--- config.mk ---
export PLATFORM = sky130hd
export DESIGN_NAME = epoch_seconds_to_calendar
export DESIGN_NICKNAME = d
export VERILOG_FILES = /design/src/hw/rtl/esc_pkg.sv /design/src/hw/rtl/epoch_seconds_to_calendar.sv /design/src/hw/rtl/esc_front.sv /design/src/hw/rtl/esc_fifo.sv /design/src/hw/rtl/esc_back.sv
export SDC_FILE = /design/constraint.sdc
export NUM_CORES = 2
export LEC_CHECK = 0
export BUFFER_PORTS_ARGS = -buffer_cell sky130_fd_sc_hd__buf_2
export CAP_MARGIN = 20
export CORE_MARGIN = 8
export CORE_UTILIZATION = 40
export CTS_CLUSTER_DIAMETER = 120
export DETAILED_ROUTE_END_ITERATION = 12
export SETUP_SLACK_MARGIN = 0.3
export SLEW_MARGIN = 20
export SYNTH_ARGS = -nofsm -noshare
export SYNTH_HDL_FRONTEND = slang
export SYNTH_HIERARCHICAL = 1
export SYNTH_SLANG_ARGS = --single-unit
--- constraint.sdc ---
create_clock -name clock -period 11.2 [get_ports clock]
set_input_delay 2.24 -clock clock [delete_from_list [all_inputs] [get_ports clock]]
set_output_delay 2.24 -clock clock [all_outputs]
set_load 0.03 [all_outputs]
--- src/hw/rtl/esc_pkg.sv ---
package esc_pkg;

   // Calendar constants
   localparam logic [11:0] EPOCH_YEAR     = 12'd1970;
   localparam logic [1:0]  EPOCH_MOD4     = 2'd2;     // 1970 mod 4
   localparam logic [6:0]  EPOCH_MOD100   = 7'd70;    // 1970 mod 100
   localparam logic [8:0]  EPOCH_MOD400   = 9'd370;   // 1970 mod 400
   localparam logic [6:0]  CENTURY_LAST   = 7'd99;
   localparam logic [8:0]  QUADCENT_LAST  = 9'd399;
   localparam logic [15:0] DAYS_YEAR      = 16'd365;
   localparam logic [15:0] DAYS_LEAP_YEAR = 16'd366;
   localparam logic [15:0] MONTH_MIN_DAYS = 16'd28;
   localparam logic [3:0]  MONTHS         = 4'd12;

   // Reciprocals, rounded up; exact quotient over the operand range used
   localparam logic [29:0] MS_RECIP       = 30'd549755814;  // 2^36 / 125, on ms >> 3
   localparam logic [25:0] DAY_RECIP      = 26'd50903317;   // 2^35 / 675, on secs >> 7
   localparam logic [16:0] SECS_PER_DAY   = 17'd86400;
   localparam logic [13:0] HOUR_RECIP     = 14'd9321;       // 2^21 / 225, on tod >> 4
   localparam logic [11:0] SECS_PER_HOUR  = 12'd3600;
   localparam logic [10:0] MIN_RECIP      = 11'd1093;       // 2^14 / 15, on rest >> 2
   localparam logic [5:0]  SECS_PER_MIN   = 6'd60;
   localparam logic [3:0]  HMS_STEPS      = 4'd4;

   // Configuration registers
   localparam int          CSR_IDX_W        = 8;
   localparam logic [CSR_IDX_W-1:0] CSR_BASE_SECONDS = 8'd0;
   localparam logic [CSR_IDX_W-1:0] CSR_BASE_TICK    = 8'd1;
   localparam logic [CSR_IDX_W-1:0] CSR_ZONE_OFFSET  = 8'd2;
   localparam logic [16:0] ZONE_RESET     = 17'd28800;

   // Queue between front and back
   localparam int QDEPTH = 2;
   localparam int QPTR_W = (QDEPTH > 1) ? $clog2(QDEPTH) : 1;
   localparam int QCNT_W = $clog2(QDEPTH + 1);

   typedef struct packed {
      logic [31:0] base_seconds;
      logic [31:0] base_tick;
      logic [16:0] zone_offset;
   } csr_type;

   // Whole days since epoch and second of day
   typedef struct packed {
      logic [15:0] days;
      logic [16:0] tod;
   } day_split_type;

   function automatic logic is_leap(input logic [1:0] m4, input logic [6:0] m100,
                                    input logic [8:0] m400);
      is_leap = ((m4 == 2'd0) && (m100 != 7'd0)) || (m400 == 9'd0);
   endfunction

   function automatic logic [4:0] month_days(input logic [3:0] mon, input logic leap);
      case (mon)
         4'd0:    month_days = 5'd31;
         4'd1:    month_days = leap ? 5'd29 : 5'd28;
         4'd2:    month_days = 5'd31;
         4'd3:    month_days = 5'd30;
         4'd4:    month_days = 5'd31;
         4'd5:    month_days = 5'd30;
         4'd6:    month_days = 5'd31;
         4'd7:    month_days = 5'd31;
         4'd8:    month_days = 5'd30;
         4'd9:    month_days = 5'd31;
         4'd10:   month_days = 5'd30;
         4'd11:   month_days = 5'd31;
         default: month_days = 5'd31;
      endcase
   endfunction

endpackage

--- src/hw/rtl/epoch_seconds_to_calendar.sv ---
// Channel   Handshake                  Word
// -------   -------------------------  ----------------------------------------
// request   start / busy               req_tick_now
// response  rsp_strobe (one cycle)     rsp_year, rsp_month, rsp_day_of_month,
//                                      rsp_hour, rsp_minute, rsp_second
// csr       csr_valid / csr_ready      csr_index, csr_data
//
// Front: subtract, divide by 1000, add, divide by 86400, day remainder, push;
// busy from accept until the push is taken, held while the two-word queue is full.
// Back: pop, year walk, month walk, finish; the hour/minute split takes four
// steps beside the walks. Sustained rate is set by the back year walk.
// Synchronous active-high reset; csr_ready is always high; receiver cannot stall.
module epoch_seconds_to_calendar import esc_pkg::*; (
   input  logic                 clock,
   input  logic                 reset,
   input  logic                 start,
   output logic                 busy,
   input  logic [31:0]          req_tick_now,
   output logic                 rsp_strobe,
   output logic [11:0]          rsp_year,
   output logic [3:0]           rsp_month,
   output logic [4:0]           rsp_day_of_month,
   output logic [4:0]           rsp_hour,
   output logic [5:0]           rsp_minute,
   output logic [5:0]           rsp_second,
   input  logic                 csr_valid,
   output logic                 csr_ready,
   input  logic [CSR_IDX_W-1:0] csr_index,
   input  logic [31:0]          csr_data
);

   logic [31:0]   base_seconds_ff;
   logic [31:0]   base_tick_ff;
   logic [16:0]   zone_offset_ff;
   csr_type       csr;
   logic          q_full, q_empty, q_push, q_pop;
   day_split_type q_wr_data, q_rd_data;

   // Configuration registers; unknown index is dropped
   assign csr_ready = 1'b1;

   always_ff @(posedge clock) begin
      if (reset) begin
         base_seconds_ff <= '0;
         base_tick_ff    <= '0;
         zone_offset_ff  <= ZONE_RESET;
      end else if (csr_valid && csr_ready) begin
         case (csr_index)
            CSR_BASE_SECONDS: base_seconds_ff <= csr_data;
            CSR_BASE_TICK:    base_tick_ff    <= csr_data;
            CSR_ZONE_OFFSET:  zone_offset_ff  <= csr_data[16:0];
            default: begin
            end
         endcase
      end
   end

   assign csr = '{base_seconds: base_seconds_ff, base_tick: base_tick_ff,
                  zone_offset: zone_offset_ff};

   esc_front u_front (
      .clock    (clock),
      .reset    (reset),
      .csr      (csr),
      .start    (start),
      .busy     (busy),
      .tick_now (req_tick_now),
      .q_full   (q_full),
      .q_push   (q_push),
      .q_data   (q_wr_data)
   );

   esc_fifo u_fifo (
      .clock   (clock),
      .reset   (reset),
      .push    (q_push),
      .wr_data (q_wr_data),
      .pop     (q_pop),
      .rd_data (q_rd_data),
      .full    (q_full),
      .empty   (q_empty)
   );

   esc_back u_back (
      .clock            (clock),
      .reset            (reset),
      .q_empty          (q_empty),
      .q_data           (q_rd_data),
      .q_pop            (q_pop),
      .rsp_strobe       (rsp_strobe),
      .rsp_year         (rsp_year),
      .rsp_month        (rsp_month),
      .rsp_day_of_month (rsp_day_of_month),
      .rsp_hour         (rsp_hour),
      .rsp_minute       (rsp_minute),
      .rsp_second       (rsp_second)
   );

endmodule

--- src/hw/rtl/esc_front.sv ---
module esc_front import esc_pkg::*; (
   input  logic          clock,
   input  logic          reset,
   input  csr_type       csr,
   input  logic          start,
   output logic          busy,
   input  logic [31:0]   tick_now,
   input  logic          q_full,
   output logic          q_push,
   output day_split_type q_data
);

   localparam logic [2:0] FS_IDLE   = 3'd0;
   localparam logic [2:0] FS_DIVMS  = 3'd1;
   localparam logic [2:0] FS_SUM    = 3'd2;
   localparam logic [2:0] FS_DIVDAY = 3'd3;
   localparam logic [2:0] FS_TOD    = 3'd4;
   localparam logic [2:0] FS_PUSH   = 3'd5;

   logic [2:0]  state_ff, state_in;
   logic [31:0] num_ff, num_in;
   logic [15:0] days_ff, days_in;
   logic [16:0] rem_ff, rem_in;

   logic [58:0] ms_prod;
   logic [50:0] day_prod;
   logic [32:0] day_base;
   logic [31:0] tod_full;
   logic [31:0] secs;

   // Elapsed ms / 1000 as (ms >> 3) / 125
   assign ms_prod  = num_ff[31:3] * MS_RECIP;
   // Seconds / 86400 as (secs >> 7) / 675
   assign day_prod = num_ff[31:7] * DAY_RECIP;
   // Second of day: seconds less the start of that day
   assign day_base = days_ff * SECS_PER_DAY;
   assign tod_full = num_ff - day_base[31:0];

   // Wrapping sum of base, elapsed seconds and sign-extended zone offset
   assign secs = csr.base_seconds + num_ff + {{15{csr.zone_offset[16]}}, csr.zone_offset};

   assign busy   = (state_ff != FS_IDLE);
   assign q_push = (state_ff == FS_PUSH) && !q_full;
   assign q_data = '{days: days_ff, tod: rem_ff};

   always_comb begin
      state_in = state_ff;
      num_in   = num_ff;
      days_in  = days_ff;
      rem_in   = rem_ff;
      case (state_ff)
         FS_IDLE: begin
            if (start) begin
               num_in   = tick_now - csr.base_tick;
               state_in = FS_DIVMS;
            end
         end
         FS_DIVMS: begin
            num_in   = {9'd0, ms_prod[58:36]};
            state_in = FS_SUM;
         end
         FS_SUM: begin
            num_in   = secs;
            state_in = FS_DIVDAY;
         end
         FS_DIVDAY: begin
            days_in  = day_prod[50:35];
            state_in = FS_TOD;
         end
         FS_TOD: begin
            rem_in   = tod_full[16:0];
            state_in = FS_PUSH;
         end
         FS_PUSH: begin
            if (!q_full) begin
               state_in = FS_IDLE;
            end
         end
         default: begin
            state_in = FS_IDLE;
         end
      endcase
   end

   always_ff @(posedge clock) begin
      if (reset) begin
         state_ff <= FS_IDLE;
      end else begin
         state_ff <= state_in;
      end
   end

   always_ff @(posedge clock) begin
      num_ff  <= num_in;
      days_ff <= days_in;
      rem_ff  <= rem_in;
   end

endmodule

--- src/hw/rtl/esc_fifo.sv ---
module esc_fifo import esc_pkg::*; (
   input  logic          clock,
   input  logic          reset,
   input  logic          push,
   input  day_split_type wr_data,
   input  logic          pop,
   output day_split_type rd_data,
   output logic          full,
   output logic          empty
);

   day_split_type     mem_ff [QDEPTH];
   logic [QPTR_W-1:0] wr_ptr_ff, rd_ptr_ff;
   logic [QCNT_W-1:0] count_ff;
   logic              do_push, do_pop;

   function automatic logic [QPTR_W-1:0] ptr_next(input logic [QPTR_W-1:0] p);
      ptr_next = (p == QPTR_W'(QDEPTH - 1)) ? '0 : p + 1'b1;
   endfunction

   assign full    = (count_ff == QCNT_W'(QDEPTH));
   assign empty   = (count_ff == '0);
   assign do_push = push && !full;
   assign do_pop  = pop && !empty;
   assign rd_data = mem_ff[rd_ptr_ff];

   // Pointers and fill count
   always_ff @(posedge clock) begin
      if (reset) begin
         wr_ptr_ff <= '0;
         rd_ptr_ff <= '0;
         count_ff  <= '0;
      end else begin
         if (do_push) begin
            wr_ptr_ff <= ptr_next(wr_ptr_ff);
         end
         if (do_pop) begin
            rd_ptr_ff <= ptr_next(rd_ptr_ff);
         end
         if (do_push && !do_pop) begin
            count_ff <= count_ff + 1'b1;
         end else if (do_pop && !do_push) begin
            count_ff <= count_ff - 1'b1;
         end
      end
   end

   // Entry storage
   always_ff @(posedge clock) begin
      if (do_push) begin
         mem_ff[wr_ptr_ff] <= wr_data;
      end
   end

endmodule

--- src/hw/rtl/esc_back.sv ---
module esc_back import esc_pkg::*; (
   input  logic          clock,
   input  logic          reset,
   input  logic          q_empty,
   input  day_split_type q_data,
   output logic          q_pop,
   output logic          rsp_strobe,
   output logic [11:0]   rsp_year,
   output logic [3:0]    rsp_month,
   output logic [4:0]    rsp_day_of_month,
   output logic [4:0]    rsp_hour,
   output logic [5:0]    rsp_minute,
   output logic [5:0]    rsp_second
);

   localparam logic [1:0] BS_IDLE   = 2'd0;
   localparam logic [1:0] BS_YEAR   = 2'd1;
   localparam logic [1:0] BS_MONTH  = 2'd2;
   localparam logic [1:0] BS_FINISH = 2'd3;

   localparam logic [3:0] HS_HOUR       = 4'd0;
   localparam logic [3:0] HS_HOUR_SUB   = 4'd1;
   localparam logic [3:0] HS_MINUTE     = 4'd2;
   localparam logic [3:0] HS_MINUTE_SUB = 4'd3;

   logic [1:0]  state_ff, state_in;
   logic [15:0] days_ff, days_in;
   logic [11:0] year_ff, year_in;
   logic [1:0]  m4_ff, m4_in;
   logic [6:0]  m100_ff, m100_in;
   logic [8:0]  m400_ff, m400_in;
   logic [3:0]  mon_ff, mon_in;
   logic [16:0] tod_ff, tod_in;
   logic [3:0]  step_ff, step_in;
   logic [4:0]  hour_ff, hour_in;
   logic [5:0]  minute_ff, minute_in;

   logic        strobe_ff, strobe_in;
   logic [11:0] out_year_ff;
   logic [3:0]  out_month_ff;
   logic [4:0]  out_day_ff;
   logic [4:0]  out_hour_ff;
   logic [5:0]  out_minute_ff;
   logic [5:0]  out_second_ff;

   logic        leap;
   logic [15:0] mlen;
   logic        hms_done;
   logic [26:0] hour_prod;
   logic [16:0] hour_base;
   logic [20:0] min_prod;
   logic [11:0] min_base;

   assign leap     = is_leap(m4_ff, m100_ff, m400_ff);
   assign mlen     = {11'd0, month_days(mon_ff, leap)};
   assign hms_done = (step_ff == HMS_STEPS);
   assign q_pop    = (state_ff == BS_IDLE) && !q_empty;

   // tod / 3600 as (tod >> 4) / 225, rest / 60 as (rest >> 2) / 15
   assign hour_prod = tod_ff[16:4] * HOUR_RECIP;
   assign hour_base = hour_ff * SECS_PER_HOUR;
   assign min_prod  = tod_ff[11:2] * MIN_RECIP;
   assign min_base  = minute_ff * SECS_PER_MIN;

   // Year walk, month walk and hour/minute split
   always_comb begin
      state_in  = state_ff;
      days_in   = days_ff;
      year_in   = year_ff;
      m4_in     = m4_ff;
      m100_in   = m100_ff;
      m400_in   = m400_ff;
      mon_in    = mon_ff;
      tod_in    = tod_ff;
      step_in   = step_ff;
      hour_in   = hour_ff;
      minute_in = minute_ff;
      strobe_in = 1'b0;

      // time of day in four steps, runs beside the walks; tod ends as the second
      if (state_ff != BS_IDLE && !hms_done) begin
         case (step_ff)
            HS_HOUR:       hour_in   = hour_prod[25:21];
            HS_HOUR_SUB:   tod_in    = tod_ff - hour_base;
            HS_MINUTE:     minute_in = min_prod[19:14];
            HS_MINUTE_SUB: tod_in    = tod_ff - {5'd0, min_base};
            default: begin
            end
         endcase
         step_in = step_ff + 4'd1;
      end

      case (state_ff)
         BS_IDLE: begin
            if (!q_empty) begin
               days_in   = q_data.days;
               tod_in    = q_data.tod;
               year_in   = EPOCH_YEAR;
               m4_in     = EPOCH_MOD4;
               m100_in   = EPOCH_MOD100;
               m400_in   = EPOCH_MOD400;
               step_in   = '0;
               hour_in   = '0;
               minute_in = '0;
               state_in  = BS_YEAR;
            end
         end
         BS_YEAR: begin
            if (days_ff >= DAYS_YEAR && (!leap || days_ff >= DAYS_LEAP_YEAR)) begin
               days_in = days_ff - (leap ? DAYS_LEAP_YEAR : DAYS_YEAR);
               year_in = year_ff + 12'd1;
               m4_in   = m4_ff + 2'd1;
               m100_in = (m100_ff == CENTURY_LAST) ? 7'd0 : m100_ff + 7'd1;
               m400_in = (m400_ff == QUADCENT_LAST) ? 9'd0 : m400_ff + 9'd1;
            end else begin
               mon_in   = '0;
               state_in = BS_MONTH;
            end
         end
         BS_MONTH: begin
            if (days_ff >= MONTH_MIN_DAYS && mon_ff < MONTHS && days_ff >= mlen) begin
               days_in = days_ff - mlen;
               mon_in  = mon_ff + 4'd1;
            end else begin
               state_in = BS_FINISH;
            end
         end
         BS_FINISH: begin
            if (hms_done) begin
               strobe_in = 1'b1;
               state_in  = BS_IDLE;
            end
         end
         default: begin
            state_in = BS_IDLE;
         end
      endcase
   end

   always_ff @(posedge clock) begin
      if (reset) begin
         state_ff  <= BS_IDLE;
         strobe_ff <= 1'b0;
      end else begin
         state_ff  <= state_in;
         strobe_ff <= strobe_in;
      end
   end

   always_ff @(posedge clock) begin
      days_ff   <= days_in;
      year_ff   <= year_in;
      m4_ff     <= m4_in;
      m100_ff   <= m100_in;
      m400_ff   <= m400_in;
      mon_ff    <= mon_in;
      tod_ff    <= tod_in;
      step_ff   <= step_in;
      hour_ff   <= hour_in;
      minute_ff <= minute_in;
   end

   // Result word register
   always_ff @(posedge clock) begin
      if (strobe_in) begin
         out_year_ff   <= year_ff;
         out_month_ff  <= mon_ff + 4'd1;
         out_day_ff    <= days_ff[4:0] + 5'd1;
         out_hour_ff   <= hour_ff;
         out_minute_ff <= minute_ff;
         out_second_ff <= tod_ff[5:0];
      end
   end

   assign rsp_strobe       = strobe_ff;
   assign rsp_year         = out_year_ff;
   assign rsp_month        = out_month_ff;
   assign rsp_day_of_month = out_day_ff;
   assign rsp_hour         = out_hour_ff;
   assign rsp_minute       = out_minute_ff;
   assign rsp_second       = out_second_ff;

endmodule

==> results.toml <==
[outcome]
status = "finished clean"

[timing]
grt_setup_unrepaired = "false"
drv_slew = 0
maxClockFrequency_mhz = 123
setup_viol = 0
tns_ps = 0
fin_crit_sh_pct = 72.4
period_minus_slack_ps = 8110
skew_ps = 30.8
tightest_slew_ps = 982
hold_viol = 0
slew-limit-headroom_pct = 34.5

[yosys]
ys_seq_area_share_pct = 19.6
avgSynthCellArea_um2 = 10.2
synth-edff-count = 221
synth_cell_type_count = 103
synth_seq_cells = 343
synth_ff_type = "edfxtp_1"
synth_cells = 4562
synth_nets = 6083
syn_area_mm2 = 0.0464
synthArstFlopShare_pct = 0
yosysWarnings = 6

[finish]
drive_gt1_share_pct = 6.41
multiInputGateArea_mm2 = 0.0332
seq_area_mm2 = 0.00908
nets = 6219
fillers = 11200
syn2layout_area_growth_pct = 8.19
diodes = 0

[clock_tree]
cts_max_level = 2
clock_sinks = 343
cts.path.max_buffers = 3
cts_tree = "built"
clk_pin_slew_worst_paths_ps = 60
cts_root_buf = "clkbuf_16"
post_cts_buffers = 0
numCtsBuffers = 39
worstSkewPairLatency_ps = 600
cts.repair.resized = 0
postCtsHoldBufs = 0

[die]
die_height_um = 357
io_pins = 117
rows = 125
design.core.area_mm2 = 0.116
dieWidth_um = 357
initial_core_util_pct = 40.1
die_area_mm2 = 0.127

[routing]
drt_iter0_drc = 1737
via_count = 31900
wl_per_cell_um = 18.8
drc_errors = 0
via_per_inst = 5.10
drtPass1Iterations = 5
wirelength_um = 118000
antenna_left = 0

[critical_path]
crit_path_cell_trace = "ha_1 -> fa_1 -> fa_1 -> inv_1 -> fa_1 -> inv_1 -> fa_1 -> inv_1 -> fa_1 -> inv_1 -> fa_1 -> inv_1 -> fa_1 -> inv_1 -> ha_1 -> o21ai_0 -> a211oi_1 -> o211ai_1 -> o21ai_1 -> a21oi_2 -> o31ai_4 -> nand3_1 -> a2111o_1 -> nand3_1"
crit_top_cell = "fa_1"
cp-end-kind = "flip-flop"
slowest_stage = "edfxtp_1"
worstSetupStartpointType = "flip-flop"
crit_buf_inv = 6
slowest_delay_ps = 920
worstPathRequired_ps = 11640
cp_top_family = "adder cells"
cp_max_fo = 12
arrival_ps = 8560
timing.rr.start = "u_front/num_ff[10]"
cp-startpoint = "u_front/num_ff[10]"
critical_path_class = "flip-flop to flip-flop"

[placed_design]
port_buffers = 115
place_hpwl_um = 97800
gp_congestion = 0.953

[global_routing]
grt_antenna_before_repair = 1
grt_usage_pct = 18.7
overflow = 0
grt_max_degree = 66
grt_pass1_wl_um = 189000
grt_pass1_vias = 34000

[hold_path]
worstHoldStart = "u_back/tod_ff[0]"
min_path_type = "flip-flop to flip-flop"

[flow_run]
maxCapViolCount = 0
## worst reg2reg max path, cell delays in order (launching register included)
cell	delay, ps
edfxtp_1	920
ha_1	460
fa_1	440
fa_1	540
inv_1	50
fa_1	490
inv_1	60
fa_1	500
inv_1	50
fa_1	480
inv_1	70
fa_1	540
inv_1	60
fa_1	500
inv_1	40
ha_1	320
o21ai_0	110
a211oi_1	270
o211ai_1	210
o21ai_1	450
a21oi_2	210
o31ai_4	420
nand3_1	230
a2111o_1	460
nand3_1	70
## layout by cell type (no fill, tap or decap), types with 20 or more instances in the layout
cell type  Yosys  final
a21oi_1      205    205
buf_4          5     54
mux2_2        36     36
a211oi_1      20     20
clkbuf_16      0     39
o21bai_1      25     25
nand3_1       68     68
a31oi_1       21     21
dfxtp_1      122    122
xor2_1        80     80
nand4_1       26     26
fa_1         535    535
edfxtp_1     221    221
ha_1         910    910
nor3_1        41     40
a21o_1       110    110
buf_2          6    114
and3_1        24     23
nand2b_1     135    135
nand2_1      137    137
mux2i_1       84     84
o21a_1        27     27
xnor2_1      105    105
nor2_1       157    157
nor2b_1       21     21
o21ai_0      118    117
inv_1        989    989
## cells in the mapped netlist (50+ instances only)
| cell type | count | share of area [%] |
|---|---|---|
| nor2_1 | 157 | 1.3 |
| a21o_1 | 110 | 1.8 |
| edfxtp_1 | 221 | 14 |
| dfxtp_1 | 122 | 5.3 |
| mux2i_1 | 84 | 1.8 |
| clkbuf_1 | 50 | 0.40 |
| ha_1 | 910 | 25 |
| nand3_1 | 68 | 0.73 |
| a21oi_1 | 205 | 2.2 |
| fa_1 | 535 | 23 |
| inv_1 | 989 | 8.0 |
| xor2_1 | 80 | 1.5 |
| o21ai_0 | 118 | 1.3 |
| nand2b_1 | 135 | 1.8 |
| xnor2_1 | 105 | 2.0 |
| nand2_1 | 137 | 1.1 |
## state kept, by name, indices dropped and copies added (netlist names), 6 cells and up, named ones only
signal and cells:
u_fifo/mem_ff 66, base_seconds_ff 32, base_tick_ff 32, u_front/num_ff 32, u_back/tod_ff 17, u_front/rem_ff 17, zone_offset_ff 17, u_back/days_ff 16
u_front/days_ff 16, u_back/rsp_year 12, u_back/year_ff 12, u_back/m400_ff 9, u_back/m100_ff 7, u_back/minute_ff 6, u_back/rsp_minute 6, u_back/rsp_second 6
## final timing paths
path	depth (start not counted)	slack, ps	endpoint
worst min-delay path	0	420	u_back/rsp_second[0]
worst max-delay path	24	3090	u_front/num_ff[20]
worst min register to register	0	420	u_back/rsp_second[0]
worst max register to register	24	3090	u_front/num_ff[20]
## layer usage
metal / routed length, um / track usage [%] / vias to the layer above
met4: 4670 / 6.45 / 0
met5: 0 / 0 / -
met3: 5180 / 2.45 / 208
met1: 53500 / 24.9 / 15500
met2: 54400 / 31.3 / 674
li1: - / - / 15500
## final cells by class
class	instances	area share [%]
clock buffers	50	2.11
flip-flops and latches	343	18.1
multi-input cells	3156	66.2
inverters	990	7.40
well taps	1524	3.80
clock inverters	21	0.444
repair buffers	168	1.94
## kinds of logic (layout without fill, tap and decap cells)
logic type               after synthesis  in the layout  share of synthesized area, %
other                                  1              1                       0.00808
flip-flops                           343            343                          19.6
buffers and inverters               1063           1229                          8.82
multiplexers                         120            120                          2.69
AND/OR/NAND/NOR                      691            691                          7.62
AO/OA/AOI/OAI                        714            714                          10.2
XOR/XNOR                             185            185                          3.49
adder cells (fa/ha/maj)             1445           1445                          47.6
## per-stage QoR
step                      instance area, um2  hold slack (ps)  worst slack (ps)  utilization, %  cells
after floorplan                        46400              400              4060               -   4562
after global placement                 48900              404              3230            42.3   6181
after detailed placement               48900              408              3150            42.3   6181
after CTS                              50200              428              3080            43.4   6252
after global routing                   50200              426              2700            43.4   6252
final                                  50200              424              3090            43.4   6252
Power is left out: the tool's default activity adds up to more than one toggle a clock period on the data nets, which glitch-free logic cannot reach.
